===== src/hdl/fpr_pkg.sv =====
package fpr_pkg;

   // configuration register indexes
   localparam logic [1:0] CSR_RPM_LOW     = 2'd0;
   localparam logic [1:0] CSR_RPM_HIGH    = 2'd1;
   localparam logic [1:0] CSR_QUIET_LIMIT = 2'd2;

   localparam int RPM_BITS    = 13;
   localparam int DUTY_BITS   = 8;
   localparam int HUND_BITS   = 14;
   localparam int QUIET_BITS  = 16;
   localparam int TIMER_BITS  = 18;
   localparam int CSR_BITS    = 16;

   localparam logic [TIMER_BITS-1:0] TIMER_MAX = '1;
   localparam logic [QUIET_BITS-1:0] QUIET_MAX = '1;
   localparam logic [HUND_BITS-1:0]  HUND_FULL = 14'd10000;
   localparam logic [HUND_BITS-1:0]  HUND_LOW  = 14'd500;
   localparam logic [DUTY_BITS-1:0]  DUTY_FULL = 8'd255;
   localparam logic [DUTY_BITS-1:0]  DUTY_MIN  = 8'd50;
   localparam logic [RPM_BITS-1:0]   RPM_FLOOR = 13'd100;
   localparam int                    TACH_NUMER = 15000000;

   // (d-500)*205/9500 equals (d-500)*41/1900, done as a reciprocal multiply;
   // exact for d-500 up to 9500
   localparam logic [19:0]           MAP_RECIP   = 20'd724070;
   localparam int                    MAP_SHIFT   = 25;
   // x/255 as a reciprocal multiply, exact for x below 2^21
   localparam logic [21:0]           SCALE_RECIP = 22'd2105377;
   localparam int                    SCALE_SHIFT = 29;

   // what a tick did to the duty
   typedef enum logic [1:0] {
      CMD_TICK,
      CMD_PERIOD,
      CMD_STATIC
   } cmd_kind_type;

   typedef struct packed {
      cmd_kind_type kind;
      logic         level;
   } cmd_ctl_type;

   typedef enum logic [2:0] {
      ST_IDLE,
      ST_DIV_D,
      ST_MAP,
      ST_RPM,
      ST_SCALE,
      ST_DIV_H,
      ST_FIN
   } back_state_type;

endpackage


===== src/hdl/fpr_front.sv =====
module fpr_front #(
   parameter int COUNT_BITS = 16
) (
   input  logic                      clock,
   input  logic                      reset,
   input  logic                      in_valid,
   input  logic                      in_level,
   input  logic [15:0]               quiet_limit,
   output logic                      in_ready,
   output logic                      cmd_valid,
   input  logic                      cmd_ready,
   output fpr_pkg::cmd_ctl_type      cmd_ctl,
   output logic [COUNT_BITS-1:0]     cmd_high,
   output logic [COUNT_BITS-1:0]     cmd_low
);
   import fpr_pkg::*;

   logic [COUNT_BITS-1:0] high_ff, high_in, low_ff, low_in;
   logic [QUIET_BITS-1:0] quiet_ff, quiet_in, limit;
   logic                  prev_ff;
   logic                  take;

   assign in_ready  = cmd_ready;
   assign cmd_valid = in_valid;
   assign take      = in_valid && cmd_ready;
   assign limit     = (quiet_limit == '0) ? QUIET_BITS'(1) : quiet_limit;

   // phase timing and classification of one tick
   always_comb begin
      high_in      = high_ff;
      low_in       = low_ff;
      quiet_in     = quiet_ff;
      cmd_ctl.kind = CMD_TICK;
      cmd_ctl.level = in_level;
      cmd_high     = high_ff;
      cmd_low      = low_ff;
      if (in_level != prev_ff) begin
         quiet_in = '0;
         if (in_level) begin
            if (high_ff != '0 && low_ff != '0) cmd_ctl.kind = CMD_PERIOD;
            high_in = '0;
            low_in  = '0;
         end
      end else if (quiet_ff != QUIET_MAX) begin
         quiet_in = quiet_ff + 1'b1;
      end
      if (in_level) begin
         if (high_in != '1) high_in = high_in + 1'b1;
      end else begin
         if (low_in != '1) low_in = low_in + 1'b1;
      end
      if (quiet_in >= limit) begin
         high_in      = '0;
         low_in       = '0;
         cmd_ctl.kind = CMD_STATIC;
      end
   end

   always_ff @(posedge clock) begin
      if (reset) begin
         high_ff  <= '0;
         low_ff   <= '0;
         quiet_ff <= '0;
         prev_ff  <= 1'b0;
      end else if (take) begin
         high_ff  <= high_in;
         low_ff   <= low_in;
         quiet_ff <= quiet_in;
         prev_ff  <= in_level;
      end
   end

endmodule


===== src/hdl/fpr_queue.sv =====
module fpr_queue #(
   parameter int WIDTH = 8,
   parameter int DEPTH = 4
) (
   input  logic             clock,
   input  logic             reset,
   input  logic             wr_valid,
   output logic             wr_ready,
   input  logic [WIDTH-1:0] wr_data,
   output logic             rd_valid,
   input  logic             rd_ready,
   output logic [WIDTH-1:0] rd_data
);
   localparam int AW = (DEPTH > 1) ? $clog2(DEPTH) : 1;

   logic [WIDTH-1:0] mem_ff [DEPTH];
   logic [AW-1:0]    wp_ff, rp_ff;
   logic [AW:0]      cnt_ff;
   logic             push, pop;

   assign wr_ready = (cnt_ff != (AW+1)'(DEPTH));
   assign rd_valid = (cnt_ff != '0);
   assign rd_data  = mem_ff[rp_ff];
   assign push     = wr_valid && wr_ready;
   assign pop      = rd_valid && rd_ready;

   always_ff @(posedge clock) begin
      if (push) mem_ff[wp_ff] <= wr_data;
   end

   // pointers wrap at the depth
   always_ff @(posedge clock) begin
      if (reset) begin
         wp_ff  <= '0;
         rp_ff  <= '0;
         cnt_ff <= '0;
      end else begin
         if (push) wp_ff <= (wp_ff == AW'(DEPTH-1)) ? '0 : wp_ff + 1'b1;
         if (pop)  rp_ff <= (rp_ff == AW'(DEPTH-1)) ? '0 : rp_ff + 1'b1;
         cnt_ff <= cnt_ff + (AW+1)'(push) - (AW+1)'(pop);
      end
   end

endmodule


===== src/hdl/fpr_div.sv =====
module fpr_div #(
   parameter int NW = 38,
   parameter int DW = 25
) (
   input  logic          clock,
   input  logic          reset,
   input  logic          start,
   input  logic [NW-1:0] num,
   input  logic [DW-1:0] den,
   output logic          done,
   output logic [NW-1:0] quot
);
   localparam int CW = $clog2(NW+1);

   logic [NW-1:0] q_ff, q_in;
   logic [DW-1:0] rem_ff, rem_in, den_ff;
   logic [DW:0]   shifted;
   logic [CW-1:0] cnt_ff;
   logic          done_ff;

   assign done = done_ff;
   assign quot = q_ff;

   // one restoring step per cycle
   always_comb begin
      shifted = {rem_ff, q_ff[NW-1]};
      if (shifted >= {1'b0, den_ff}) begin
         rem_in = DW'(shifted - {1'b0, den_ff});
         q_in   = {q_ff[NW-2:0], 1'b1};
      end else begin
         rem_in = shifted[DW-1:0];
         q_in   = {q_ff[NW-2:0], 1'b0};
      end
   end

   always_ff @(posedge clock) begin
      if (reset) begin
         cnt_ff  <= '0;
         done_ff <= 1'b0;
      end else begin
         done_ff <= (cnt_ff == CW'(1));
         if (start) cnt_ff <= CW'(NW);
         else if (cnt_ff != '0) cnt_ff <= cnt_ff - 1'b1;
      end
   end

   always_ff @(posedge clock) begin
      if (start) begin
         q_ff   <= num;
         rem_ff <= '0;
         den_ff <= den;
      end else if (cnt_ff != '0) begin
         q_ff   <= q_in;
         rem_ff <= rem_in;
      end
   end

endmodule


===== src/hdl/fpr_back.sv =====
module fpr_back #(
   parameter int COUNT_BITS = 16
) (
   input  logic                  clock,
   input  logic                  reset,
   input  logic                  cmd_valid,
   output logic                  cmd_ready,
   input  fpr_pkg::cmd_ctl_type  cmd_ctl,
   input  logic [COUNT_BITS-1:0] cmd_high,
   input  logic [COUNT_BITS-1:0] cmd_low,
   input  logic [12:0]           rpm_low,
   input  logic [12:0]           rpm_high,
   output logic                  out_valid,
   input  logic                  out_ready,
   output logic [7:0]            out_duty,
   output logic [7:0]            out_gate,
   output logic                  out_tach,
   output logic [12:0]           out_rpm,
   output logic [13:0]           out_hund
);
   import fpr_pkg::*;

   localparam int NW = (COUNT_BITS + 14 > 24) ? COUNT_BITS + 14 : 24;
   localparam int DW = (COUNT_BITS + 1 > 14) ? COUNT_BITS + 1 : 14;

   back_state_type state_ff, state_in;
   logic [DUTY_BITS-1:0]  duty_ff;
   logic [HUND_BITS-1:0]  hund_ff;
   logic [RPM_BITS-1:0]   rpm_ff;
   logic [TIMER_BITS-1:0] half_ff, timer_ff, timer_inc;
   logic                  phase_ff, phase_in;
   logic [TIMER_BITS-1:0] timer_in;
   logic                  neg_ff;
   logic [20:0]           prod_ff;

   logic                  div_start, div_done;
   logic [NW-1:0]         div_num, div_quot;
   logic [DW-1:0]         div_den;
   logic                  pop, slot_free, load_out;

   logic [HUND_BITS-1:0]  d_val;
   logic [HUND_BITS-1:0]  map_off;
   logic [33:0]           map_prod;
   logic [DUTY_BITS:0]    map_val;
   logic signed [14:0]    diff;
   logic [12:0]           diff_mag;
   logic [20:0]           prod_mag;
   logic [42:0]           scale_prod;
   logic [RPM_BITS-1:0]   scale_q;
   logic signed [15:0]    rpm_base, rpm_step;
   logic signed [15:0]    rpm_sum;
   logic [RPM_BITS-1:0]   rpm_clamp;

   fpr_div #(.NW(NW), .DW(DW)) u_div (
      .clock (clock),
      .reset (reset),
      .start (div_start),
      .num   (div_num),
      .den   (div_den),
      .done  (div_done),
      .quot  (div_quot)
   );

   assign slot_free = !out_valid || out_ready;

   // datapath helpers
   always_comb begin
      d_val      = div_quot[HUND_BITS-1:0];
      map_off    = hund_ff - HUND_LOW;
      map_prod   = 34'(map_off) * 34'(MAP_RECIP);
      map_val    = 9'(DUTY_MIN) + 9'(map_prod >> MAP_SHIFT);
      diff       = 15'(signed'({2'b00, rpm_high})) - 15'(signed'({2'b00, rpm_low}));
      diff_mag   = diff[14] ? 13'(-diff) : diff[12:0];
      prod_mag   = 21'(duty_ff) * 21'(diff_mag);
      scale_prod = 43'(prod_ff) * 43'(SCALE_RECIP);
      scale_q    = 13'(scale_prod >> SCALE_SHIFT);
      rpm_base   = 16'({3'b000, rpm_low});
      rpm_step   = 16'({3'b000, scale_q});
      rpm_sum    = neg_ff ? rpm_base - rpm_step : rpm_base + rpm_step;
      if (rpm_sum < 16'sd100)       rpm_clamp = RPM_FLOOR;
      else if (rpm_sum > 16'sd8191) rpm_clamp = '1;
      else                          rpm_clamp = rpm_sum[12:0];
   end

   // next state
   always_comb begin
      state_in = state_ff;
      case (state_ff)
         ST_IDLE: begin
            if (cmd_valid) begin
               case (cmd_ctl.kind)
                  CMD_PERIOD: state_in = ST_DIV_D;
                  CMD_STATIC: state_in = ST_RPM;
                  default:    state_in = ST_FIN;
               endcase
            end
         end
         ST_DIV_D: if (div_done) state_in = (d_val < HUND_LOW) ? ST_RPM : ST_MAP;
         ST_MAP:   state_in = ST_RPM;
         ST_RPM:   state_in = (duty_ff == '0) ? ST_FIN : ST_SCALE;
         ST_SCALE: state_in = ST_DIV_H;
         ST_DIV_H: if (div_done) state_in = ST_FIN;
         ST_FIN:   if (slot_free) state_in = ST_IDLE;
         default:  state_in = ST_IDLE;
      endcase
   end

   // control outputs
   always_comb begin
      pop       = 1'b0;
      load_out  = 1'b0;
      div_start = 1'b0;
      div_num   = '0;
      div_den   = '0;
      case (state_ff)
         ST_IDLE: begin
            pop = cmd_valid;
            if (cmd_valid && cmd_ctl.kind == CMD_PERIOD) begin
               div_start = 1'b1;
               div_num   = NW'(cmd_high) * NW'(HUND_FULL);
               div_den   = DW'(cmd_high) + DW'(cmd_low);
            end
         end
         ST_SCALE: begin
            div_start = 1'b1;
            div_num   = NW'(TACH_NUMER);
            div_den   = DW'(rpm_clamp);
         end
         ST_FIN:  load_out = slot_free;
         default: ;
      endcase
   end

   assign cmd_ready = pop;

   // tach step for the tick
   always_comb begin
      timer_inc = (timer_ff != TIMER_MAX) ? timer_ff + 1'b1 : timer_ff;
      timer_in  = timer_inc;
      phase_in  = phase_ff;
      if (rpm_ff != '0 && timer_inc >= half_ff) begin
         timer_in = '0;
         phase_in = ~phase_ff;
      end
   end

   always_ff @(posedge clock) begin
      if (reset) begin
         state_ff  <= ST_IDLE;
         duty_ff   <= DUTY_FULL;
         hund_ff   <= '0;
         rpm_ff    <= '0;
         half_ff   <= '0;
         timer_ff  <= '0;
         phase_ff  <= 1'b0;
         neg_ff    <= 1'b0;
         prod_ff   <= '0;
         out_valid <= 1'b0;
      end else begin
         state_ff <= state_in;
         case (state_ff)
            ST_IDLE: begin
               if (cmd_valid && cmd_ctl.kind == CMD_STATIC) begin
                  duty_ff <= cmd_ctl.level ? DUTY_FULL : '0;
                  hund_ff <= cmd_ctl.level ? HUND_FULL : '0;
               end
            end
            ST_DIV_D: begin
               if (div_done) begin
                  hund_ff <= d_val;
                  if (d_val < HUND_LOW) duty_ff <= '0;
               end
            end
            ST_MAP: begin
               duty_ff <= (map_val > 9'(DUTY_FULL)) ? DUTY_FULL : map_val[7:0];
            end
            ST_RPM: begin
               neg_ff  <= diff[14];
               prod_ff <= prod_mag;
               if (duty_ff == '0) begin
                  rpm_ff  <= '0;
                  half_ff <= '0;
               end
            end
            ST_SCALE: rpm_ff <= rpm_clamp;
            ST_DIV_H: if (div_done) half_ff <= div_quot[TIMER_BITS-1:0];
            ST_FIN: begin
               if (slot_free) begin
                  timer_ff <= timer_in;
                  phase_ff <= phase_in;
               end
            end
            default: ;
         endcase
         if (load_out)       out_valid <= 1'b1;
         else if (out_ready) out_valid <= 1'b0;
      end
   end

   // result register
   always_ff @(posedge clock) begin
      if (load_out) begin
         out_duty <= duty_ff;
         out_gate <= DUTY_FULL - duty_ff;
         out_tach <= (rpm_ff != '0) ? phase_in : 1'b0;
         out_rpm  <= rpm_ff;
         out_hund <= hund_ff;
      end
   end

endmodule


===== src/hdl/fan_pwm_remap_tach_emulator_core.sv =====
// Fan PWM remapper with tach emulation. Each req transfer is one microsecond
// tick carrying the sampled PWM level; each tick yields exactly one rsp
// transfer with the fan duty, gate drive, tach line state, fake rpm and last
// measured duty. A front stage times the high and low phases and classifies
// each tick; a four-entry queue feeds a back stage that does the remapping
// with one shared bit-serial divider of NW = COUNT_BITS+14 steps (at least
// 24). An ordinary tick goes straight to the back stage's finish state; a
// tick that closes a PWM period runs the duty divide, duty map, rpm scale
// and half period divide, or only the duty divide below 5 percent duty. A
// static high input runs the rpm scale and half period divide, a static low
// input neither; a busy result channel holds the finish state. Rpm settings
// apply at the next duty update, the quiet limit from the next tick.
module fan_pwm_remap_tach_emulator_core #(
   parameter int COUNT_BITS = 16
) (
   input  logic        clock,
   input  logic        reset,
   input  logic        req_tvalid,
   output logic        req_tready,
   input  logic [7:0]  req_tdata,   // [0] pwm_level, [7:1] zero
   output logic        rsp_tvalid,
   input  logic        rsp_tready,
   output logic [47:0] rsp_tdata,   // [7:0] fan_duty, [15:8] gate_drive,
                                    // [16] tach_pull_low, [29:17] fake_rpm,
                                    // [43:30] measured_duty, [47:44] zero
   input  logic        csr_we,
   input  logic [1:0]  csr_addr,
   input  logic [15:0] csr_wdata
);
   import fpr_pkg::*;

   localparam int QW = 3 + 2 * COUNT_BITS;

   logic [12:0]           rpm_low_ff, rpm_high_ff;
   logic [15:0]           quiet_ff;
   logic                  f_valid, f_ready, b_valid, b_ready;
   cmd_ctl_type           f_ctl, b_ctl;
   logic [COUNT_BITS-1:0] f_high, f_low, b_high, b_low;
   logic [QW-1:0]         b_data;
   logic [7:0]            o_duty, o_gate;
   logic                  o_tach;
   logic [12:0]           o_rpm;
   logic [13:0]           o_hund;

   // configuration registers
   always_ff @(posedge clock) begin
      if (reset) begin
         rpm_low_ff  <= 13'd450;
         rpm_high_ff <= 13'd1800;
         quiet_ff    <= 16'd40000;
      end else if (csr_we) begin
         case (csr_addr)
            CSR_RPM_LOW:     rpm_low_ff  <= csr_wdata[12:0];
            CSR_RPM_HIGH:    rpm_high_ff <= csr_wdata[12:0];
            CSR_QUIET_LIMIT: quiet_ff    <= csr_wdata;
            default: ;
         endcase
      end
   end

   fpr_front #(.COUNT_BITS(COUNT_BITS)) u_front (
      .clock       (clock),
      .reset       (reset),
      .in_valid    (req_tvalid),
      .in_level    (req_tdata[0]),
      .quiet_limit (quiet_ff),
      .in_ready    (req_tready),
      .cmd_valid   (f_valid),
      .cmd_ready   (f_ready),
      .cmd_ctl     (f_ctl),
      .cmd_high    (f_high),
      .cmd_low     (f_low)
   );

   fpr_queue #(.WIDTH(QW), .DEPTH(4)) u_queue (
      .clock    (clock),
      .reset    (reset),
      .wr_valid (f_valid),
      .wr_ready (f_ready),
      .wr_data  ({f_ctl, f_high, f_low}),
      .rd_valid (b_valid),
      .rd_ready (b_ready),
      .rd_data  (b_data)
   );

   assign b_ctl  = cmd_ctl_type'(b_data[QW-1 -: 3]);
   assign b_high = b_data[2*COUNT_BITS-1 -: COUNT_BITS];
   assign b_low  = b_data[COUNT_BITS-1:0];

   fpr_back #(.COUNT_BITS(COUNT_BITS)) u_back (
      .clock     (clock),
      .reset     (reset),
      .cmd_valid (b_valid),
      .cmd_ready (b_ready),
      .cmd_ctl   (b_ctl),
      .cmd_high  (b_high),
      .cmd_low   (b_low),
      .rpm_low   (rpm_low_ff),
      .rpm_high  (rpm_high_ff),
      .out_valid (rsp_tvalid),
      .out_ready (rsp_tready),
      .out_duty  (o_duty),
      .out_gate  (o_gate),
      .out_tach  (o_tach),
      .out_rpm   (o_rpm),
      .out_hund  (o_hund)
   );

   assign rsp_tdata = {4'b0000, o_hund, o_rpm, o_tach, o_gate, o_duty};

endmodule


===== config.mk =====
export PLATFORM = sky130hd
export DESIGN_NAME = fan_pwm_remap_tach_emulator_core
export DESIGN_NICKNAME = d
export VERILOG_FILES = /design/src/hdl/fpr_pkg.sv /design/src/hdl/fpr_front.sv /design/src/hdl/fpr_queue.sv /design/src/hdl/fpr_div.sv /design/src/hdl/fpr_back.sv /design/src/hdl/fan_pwm_remap_tach_emulator_core.sv
export SDC_FILE = /design/constraint.sdc
export NUM_CORES = 2
export LEC_CHECK = 0
export BUFFER_PORTS_ARGS = -buffer_cell sky130_fd_sc_hd__buf_2
export CORE_ASPECT_RATIO = 1.1
export CORE_MARGIN = 8
export CORE_UTILIZATION = 55
export CTS_BUF_LIST = sky130_fd_sc_hd__clkbuf_16
export DETAILED_ROUTE_END_ITERATION = 8
export GPL_TIMING_DRIVEN = 0
export HOLD_SLACK_MARGIN = 0.1
export PLACE_DENSITY = 0.73
export SLEW_MARGIN = 20
export SYNTH_ARGS = -nofsm -noshare
export SYNTH_HDL_FRONTEND = slang
export SYNTH_SLANG_ARGS = --single-unit

===== constraint.sdc =====
create_clock -name clock -period 16 [get_ports clock]
set_clock_uncertainty 0.1 [all_clocks]
set_input_delay 3.2 -clock clock [delete_from_list [all_inputs] [get_ports clock]]
set_output_delay 3.2 -clock clock [all_outputs]
set_load 0.05 [all_outputs]

# [Yosys cells after proc, flatten, opt, wreduce, memory -nomap -nowiden]
# Memories as Yosys holds them, arrays and structs flattened. A register that Yosys moved wholly into a read port is not among the register bits.
# Index checks and enable logic that the tools add are counted.
[totals] register_bits=310 ram_bits=140 in_bits=31 out_inout_bits=50 word_cells=190 mem_count=1
[op_classes] add_sub_neg=18 n_mul=4 order_cmp=7 eq_ne=26 mux=69 n_bitwise=1 reduce_logical=33
[memory_table] memory="u_queue.mem_ff" depth=4 word_bits=35 read_ports=1 rd_clocked_by_memory_dff=1 wr=1 line_no="fpr_queue.sv:16" text="logic [WIDTH-1:0] mem_ff [DEPTH];"
[op_table] cell="16-bit two-way mux" count=14
[op_table] cell="30-bit two-way mux" count=3
[op_table] cell="18-bit two-way mux" count=4
[op_table] cell="30-bit case mux with 2 select lines" count=1
[op_table] cell="13-bit two-way mux" count=4
[op_table] cell="16-bit by 1-bit adder with 16-bit output, second input constant" count=3
[op_table] cell="16-bit != test, second input constant" count=3
[op_table] cell="21-bit by 22-bit multiplier with 42-bit output, second input constant" count=1
[op_table] cell="14-bit two-way mux" count=3
[op_table] cell="8-bit two-way mux" count=5
[op_table] cell="18-bit case mux with 2 select lines" count=1
[op_table] cell="17-bit two-way mux" count=2
[op_table] cell="17-bit case mux with 2 select lines" count=1
[op_table] cell="14-bit by 19-bit multiplier with 33-bit output, second input constant" count=1
[op_table] cell="16-bit nonzero test" count=2
[op_table] cell="14-bit case mux with 2 select lines" count=1
[op_table] cell="13-bit by 13-bit subtractor with 14-bit output" count=2
[op_table] cell="16-bit by 10-bit multiplier with 26-bit output, second input constant" count=1
[op_table] cell="13-bit case mux with 2 select lines" count=1
[op_table] cell="8-bit case mux with 3 select lines" count=1
[op_table] cell="8-bit by 13-bit multiplier with 21-bit output" count=1
[op_table] cell="3-bit case mux with 7 select lines" count=1
[op_table] cell="18-bit by 1-bit adder with 18-bit output, second input constant" count=1
[op_table] cell="18-bit by 17-bit >= comparator with 1-bit output" count=1
[op_table] cell="50 further kinds" count=100

# [Logic depth before layout (Yosys ltp)]
[depth] word_depth=7 ltp_mapped=36

# [Modules after synthesis]
# From an unflattened synthesis, not the netlist that was laid out.
[unflattened] cells_unflattened=3670 hier_area_um2=35795.6
[modules_own_cells] mod="fpr_back" n_inst=1 cells_each=2426 area_per_inst_um2=21066.5 seq_area_each_um2=3283.1
[modules_own_cells] mod="fpr_queue" n_inst=1 cells_each=232 area_per_inst_um2=5525.3 seq_area_each_um2=4384.2
[modules_own_cells] mod="fpr_div" n_inst=1 cells_each=343 area_per_inst_um2=3759.9 seq_area_each_um2=1871.8
[modules_own_cells] mod="fpr_front" n_inst=1 cells_each=494 area_per_inst_um2=3677.3 seq_area_each_um2=980.9
[modules_own_cells] mod="fan_pwm_remap_tach_emulator_core" n_inst=1 cells_each=175 area_per_inst_um2=1766.7 seq_area_each_um2=840.8

# [Worst setup path before layout]
# Ideal clock, no wire load.
[synth_path] path_kind="register to register" startpoint="register rpm_low_ff[1]" endpoint="register u_back.prod_ff[20]" setup_ns=0.122 arrival_ns=7.001 t_required_ns=15.778 setup_slack_ns=8.777 stages_incl_launch_ff=31 synth_period_minus_slack_ns=7.223 cell_sequence="dfxtp_1 > inv_1 > ha_1 > nor2b_1 > o21ai_0 > a21boi_1 > o21a_1 > o21ai_0 > a21oi_1 > o31ai_1 > a21oi_1 > a31oi_1 > buf_2 > nand2_1 > xnor2_1 > nand2_1 > fa_1 > fa_1 > fa_1 > inv_1 > fa_1 > ha_1 > and2_1 > a22o_1 > a311oi_1 > o21ai_0 > a21oi_1 > o211ai_1 > nand3_1 > a2111oi_0 > nand3b_1"
[synth_via] elab_chain_len=4
[synth_lines] element="start, declared" line_no="fan_pwm_remap_tach_emulator_core.sv:34" text="logic [12:0] rpm_low_ff, rpm_high_ff;"
[synth_lines] element="start signal, assigned" line_no="fan_pwm_remap_tach_emulator_core.sv:53" text="CSR_RPM_LOW: rpm_low_ff <= csr_wdata[12:0];"
[synth_lines] element="13-bit by 13-bit subtractor with 14-bit output (*)" line_no="fpr_back.sv:72" text="diff = 15'(signed'({2'b00, rpm_high})) - 15'(signed'({2'b00, rpm_low}));"
[synth_lines] element="13-bit negation" line_no="fpr_back.sv:73" text="diff_mag = diff[14] ? 13'(-diff) : diff[12:0];"
[synth_lines] element="13-bit two-way mux (*)" line_no="fpr_back.sv:73"
[synth_lines] element="8-bit by 13-bit multiplier with 21-bit output (*)" line_no="fpr_back.sv:74" text="prod_mag = 21'(duty_ff) * 21'(diff_mag);"
[synth_lines] element="end signal, assigned" line_no="fpr_back.sv:179" text="prod_ff <= prod_mag;"
[synth_lines] element="end, declared" line_no="fpr_back.sv:34" text="logic [20:0] prod_ff;"
# Mark *: on every way between the ends. The rest lies on a longest branch, timed or not.
# A chain may end at the register's enable or synchronous reset.

# [Worst setup path in the final report]
# Same ends and word-level chain as after synthesis.

==> results_dict.tcl <==
set metrics [dict create \
    outcome "completed" \
    gr-total-overflow 0 \
    async_reset_ff_frac 0 \
    synth-edff-count 231 \
    cp-end-kind "flop" \
    postRouteAntennaNets 0 \
    cts-buffers-inserted 48 \
    final_cells 4609 \
    hold-path-cell-count 2 \
    synth_area_leaders "edfxtp_1, ha_1, dfxtp_1, fa_1, inv_1" \
    cts_resized 0 \
    min_from "rpm_high_ff[0]" \
    htreeDepth 2 \
    synth_top_cell_by_area "edfxtp_1" \
    grt_pass1_wl_mm 135 \
    fp.dieW_um 255 \
    min_period_ns 8.70 \
    cts.sink_count 452 \
    dp_hpwl_mm 64.5 \
    ys_ff_latch 452 \
    timing.critical_path.mode_cell "fa_1" \
    hp-class "flop to flop" \
    r2r-end "u_back.prod_ff[20]" \
    place_inst 4519 \
    path_clk_slew_ns 0.06 \
    nets 4426 \
    multi_input_area_mm2 0.0208 \
    wl_per_cell_um 17.9 \
    cts_tree "built" \
    max_cap_viol_count 0 \
    rsz0062_at_grt "false" \
    antenna_found_initial 2 \
    clockBufferDepth 3 \
    critPathMaxStageDelay_ns 0.81 \
    grt_max_degree 31 \
    cp-start-kind "flop" \
    period_share 0.544 \
    synth.distinct_cells 83 \
    dr.first_iter.drc_count 1748 \
    worstRegToRegCells 30 \
    port_buffers 68 \
    clk_latency_ns 0.62 \
    syn_area_mm2 0.0345 \
    setup_violations 0 \
    num_io_pins 81 \
    track_usage 0.234 \
    hold_end "rpm_high_ff[0]" \
    yosysWarnings 0 \
    vias 26200 \
    syn_to_final_growth_pct 9.06 \
    regArea_mm2 0.0114 \
    timing.rr.start "rpm_low_ff[1]" \
    cts_setup_buffers 0 \
    report.final.slew_viol_count 0 \
    critical_path_arrival_ns 9.09 \
    design.core.area_mm2 0.0622 \
    num-fill-cells 5298 \
    tns_ns 0 \
    syn_inst 3610 \
    ys_seq_area_frac 0.329 \
    critPathLaunch "rpm_low_ff[1]" \
    initial_utilization 0.555 \
    holdBufCountCts 0 \
    r2r_slack_ns 7.30 \
    critPathMaxFanout 10 \
    drt_wl_total_mm 82.5 \
    drive_gt1_frac 0.0609 \
    required_ns 16.39 \
    fmax_mhz 115 \
    worstSetupPathType "flop to flop" \
    critical-path-slowest-cell "xnor2_1" \
    gp_congestion 0.898 \
    cts_root_buf "clkbuf_16" \
    avgSynthCellArea_um2 9.56 \
    die_y_um 279 \
    num_antenna_cells 0 \
    route.detailed.drc 0 \
    grt_pass1_vias 25900 \
    num_rows 96 \
    synth_top_area_share 0.201 \
    final_hold_viol_count 0 \
    dieArea_mm2 0.0710 \
    synth_top_flop_cell "edfxtp_1" \
    relSlewSlack 0.280 \
    worstMarginPinSlew_ns 1.08 \
    first_pass_iters 8 \
    drt-vias-per-instance 5.68 \
]
-- worst max-delay path: cells and delay by family (launching register included) --
| family | cells | cell delay [ns] |
|---|---|---|
| buf+inv | 3 | 0.52 |
| flops | 1 | 0.40 |
| simple gates | 6 | 0.91 |
| compound gates | 14 | 2.99 |
| fa+ha+maj | 6 | 2.83 |
| xor+xnor | 1 | 0.81 |
-- kinds of logic (layout without fill, tap and decap cells) --
logic type	after synthesis	in the layout	share of synthesized area
other	1	4	0.000109
adders and majority gates	659	659	0.278
and+or+nand+nor	1005	1005	0.139
muxes	48	48	0.0267
xor gates and xnor gates	153	153	0.0388
AOI/OAI and AO/OA	674	674	0.121
buffers and inverters	618	781	0.0678
DFF	452	452	0.329
-- final cells by class --
type                       instances  share of cell area
sequential                       452               0.302
inverter                         509              0.0507
clock buffer                      53              0.0352
clock inverter                    37             0.00778
timing repair buffer              73              0.0117
buffer                           109              0.0114
multi-input combinational       2543               0.554
tap                              833              0.0277
-- registers in the layout, summed over array words and instances (netlist names), 17 cells and up, named ones only --
name                 flops
u_queue.mem_ff         140
u_back.u_div.quot       30
u_back.prod_ff          21
u_back.half_ff          18
u_back.timer_ff         18
u_back.u_div.den_ff     17
u_back.u_div.rem_ff     17
-- cells in the mapped netlist (all sizes together), types with 15 or more instances --
| cell | count |
|---|---|
| a211o | 15 |
| a211oi | 19 |
| a21o | 48 |
| a21oi | 266 |
| a31oi | 17 |
| and2 | 52 |
| and3 | 38 |
| clkbuf | 95 |
| dfxtp | 221 |
| edfxtp | 231 |
| fa | 180 |
| ha | 479 |
| inv | 507 |
| mux4 | 35 |
| nand2 | 373 |
| nand2b | 31 |
| nand3 | 75 |
| nand3b | 18 |
| nand4 | 31 |
| nor2 | 200 |
| nor2b | 37 |
| nor3 | 52 |
| nor4 | 23 |
| o21a | 18 |
| o21ai | 150 |
| o21bai | 17 |
| o31ai | 15 |
| or2 | 18 |
| or3 | 29 |
| xnor2 | 98 |
| xor2 | 55 |
-- worst max path at each step --
stage / end / slack, ns
4_1_cts: u_back.prod_ff[20] / 7.40
2_1_floorplan: u_back.prod_ff[20] / 8.78
3_3_place_gp: u_back.prod_ff[20] / 7.48
6_report: u_back.prod_ff[20] / 7.30
3_5_place_dp: u_back.prod_ff[20] / 7.44
5_1_grt: u_back.prod_ff[20] / 6.67
-- per-layer routing --
layer | vias up | global-route usage | part of all wire
li1 | 12700 | - | -
met5 | - | 0 | 0.00041
met1 | 12600 | 0.310 | 0.44
met4 | 4 | 0.0781 | 0.031
met2 | 714 | 0.391 | 0.47
met3 | 134 | 0.0314 | 0.058
-- through the flow --
step	util	setup slack, ns	area (µm²)	hold WS [ns]
after floorplan	-	8.78	34500	0.330
after global placement	0.577	7.48	35900	0.345
after detailed placement	0.579	7.44	36000	0.347
after CTS	0.605	7.40	37600	0.355
after global routing	0.605	6.67	37600	0.378
final	0.605	7.30	37600	0.356
-- cell usage in the layout, fill, tap and decap left out, types with 37 or more instances in the layout --
| cell type | synthesis | final |
|---|---|---|
| nor3_1 | 51 | 51 |
| clkbuf_16 | 0 | 53 |
| inv_1 | 507 | 517 |
| a21oi_1 | 265 | 265 |
| fa_1 | 180 | 180 |
| buf_2 | 1 | 69 |
| a21o_1 | 48 | 48 |
| and2_1 | 52 | 52 |
| clkbuf_1 | 95 | 95 |
| nor2_1 | 200 | 199 |
| xnor2_1 | 98 | 98 |
| dfxtp_1 | 221 | 221 |
| xor2_1 | 55 | 55 |
| edfxtp_1 | 231 | 231 |
| nand3_1 | 75 | 75 |
| nor2b_1 | 37 | 37 |
| ha_1 | 479 | 479 |
| o21ai_0 | 142 | 142 |
| nand2_1 | 373 | 372 |
Power is not shown: default switching activity piles up to over one toggle a cycle in this logic, so the estimate is an artifact.
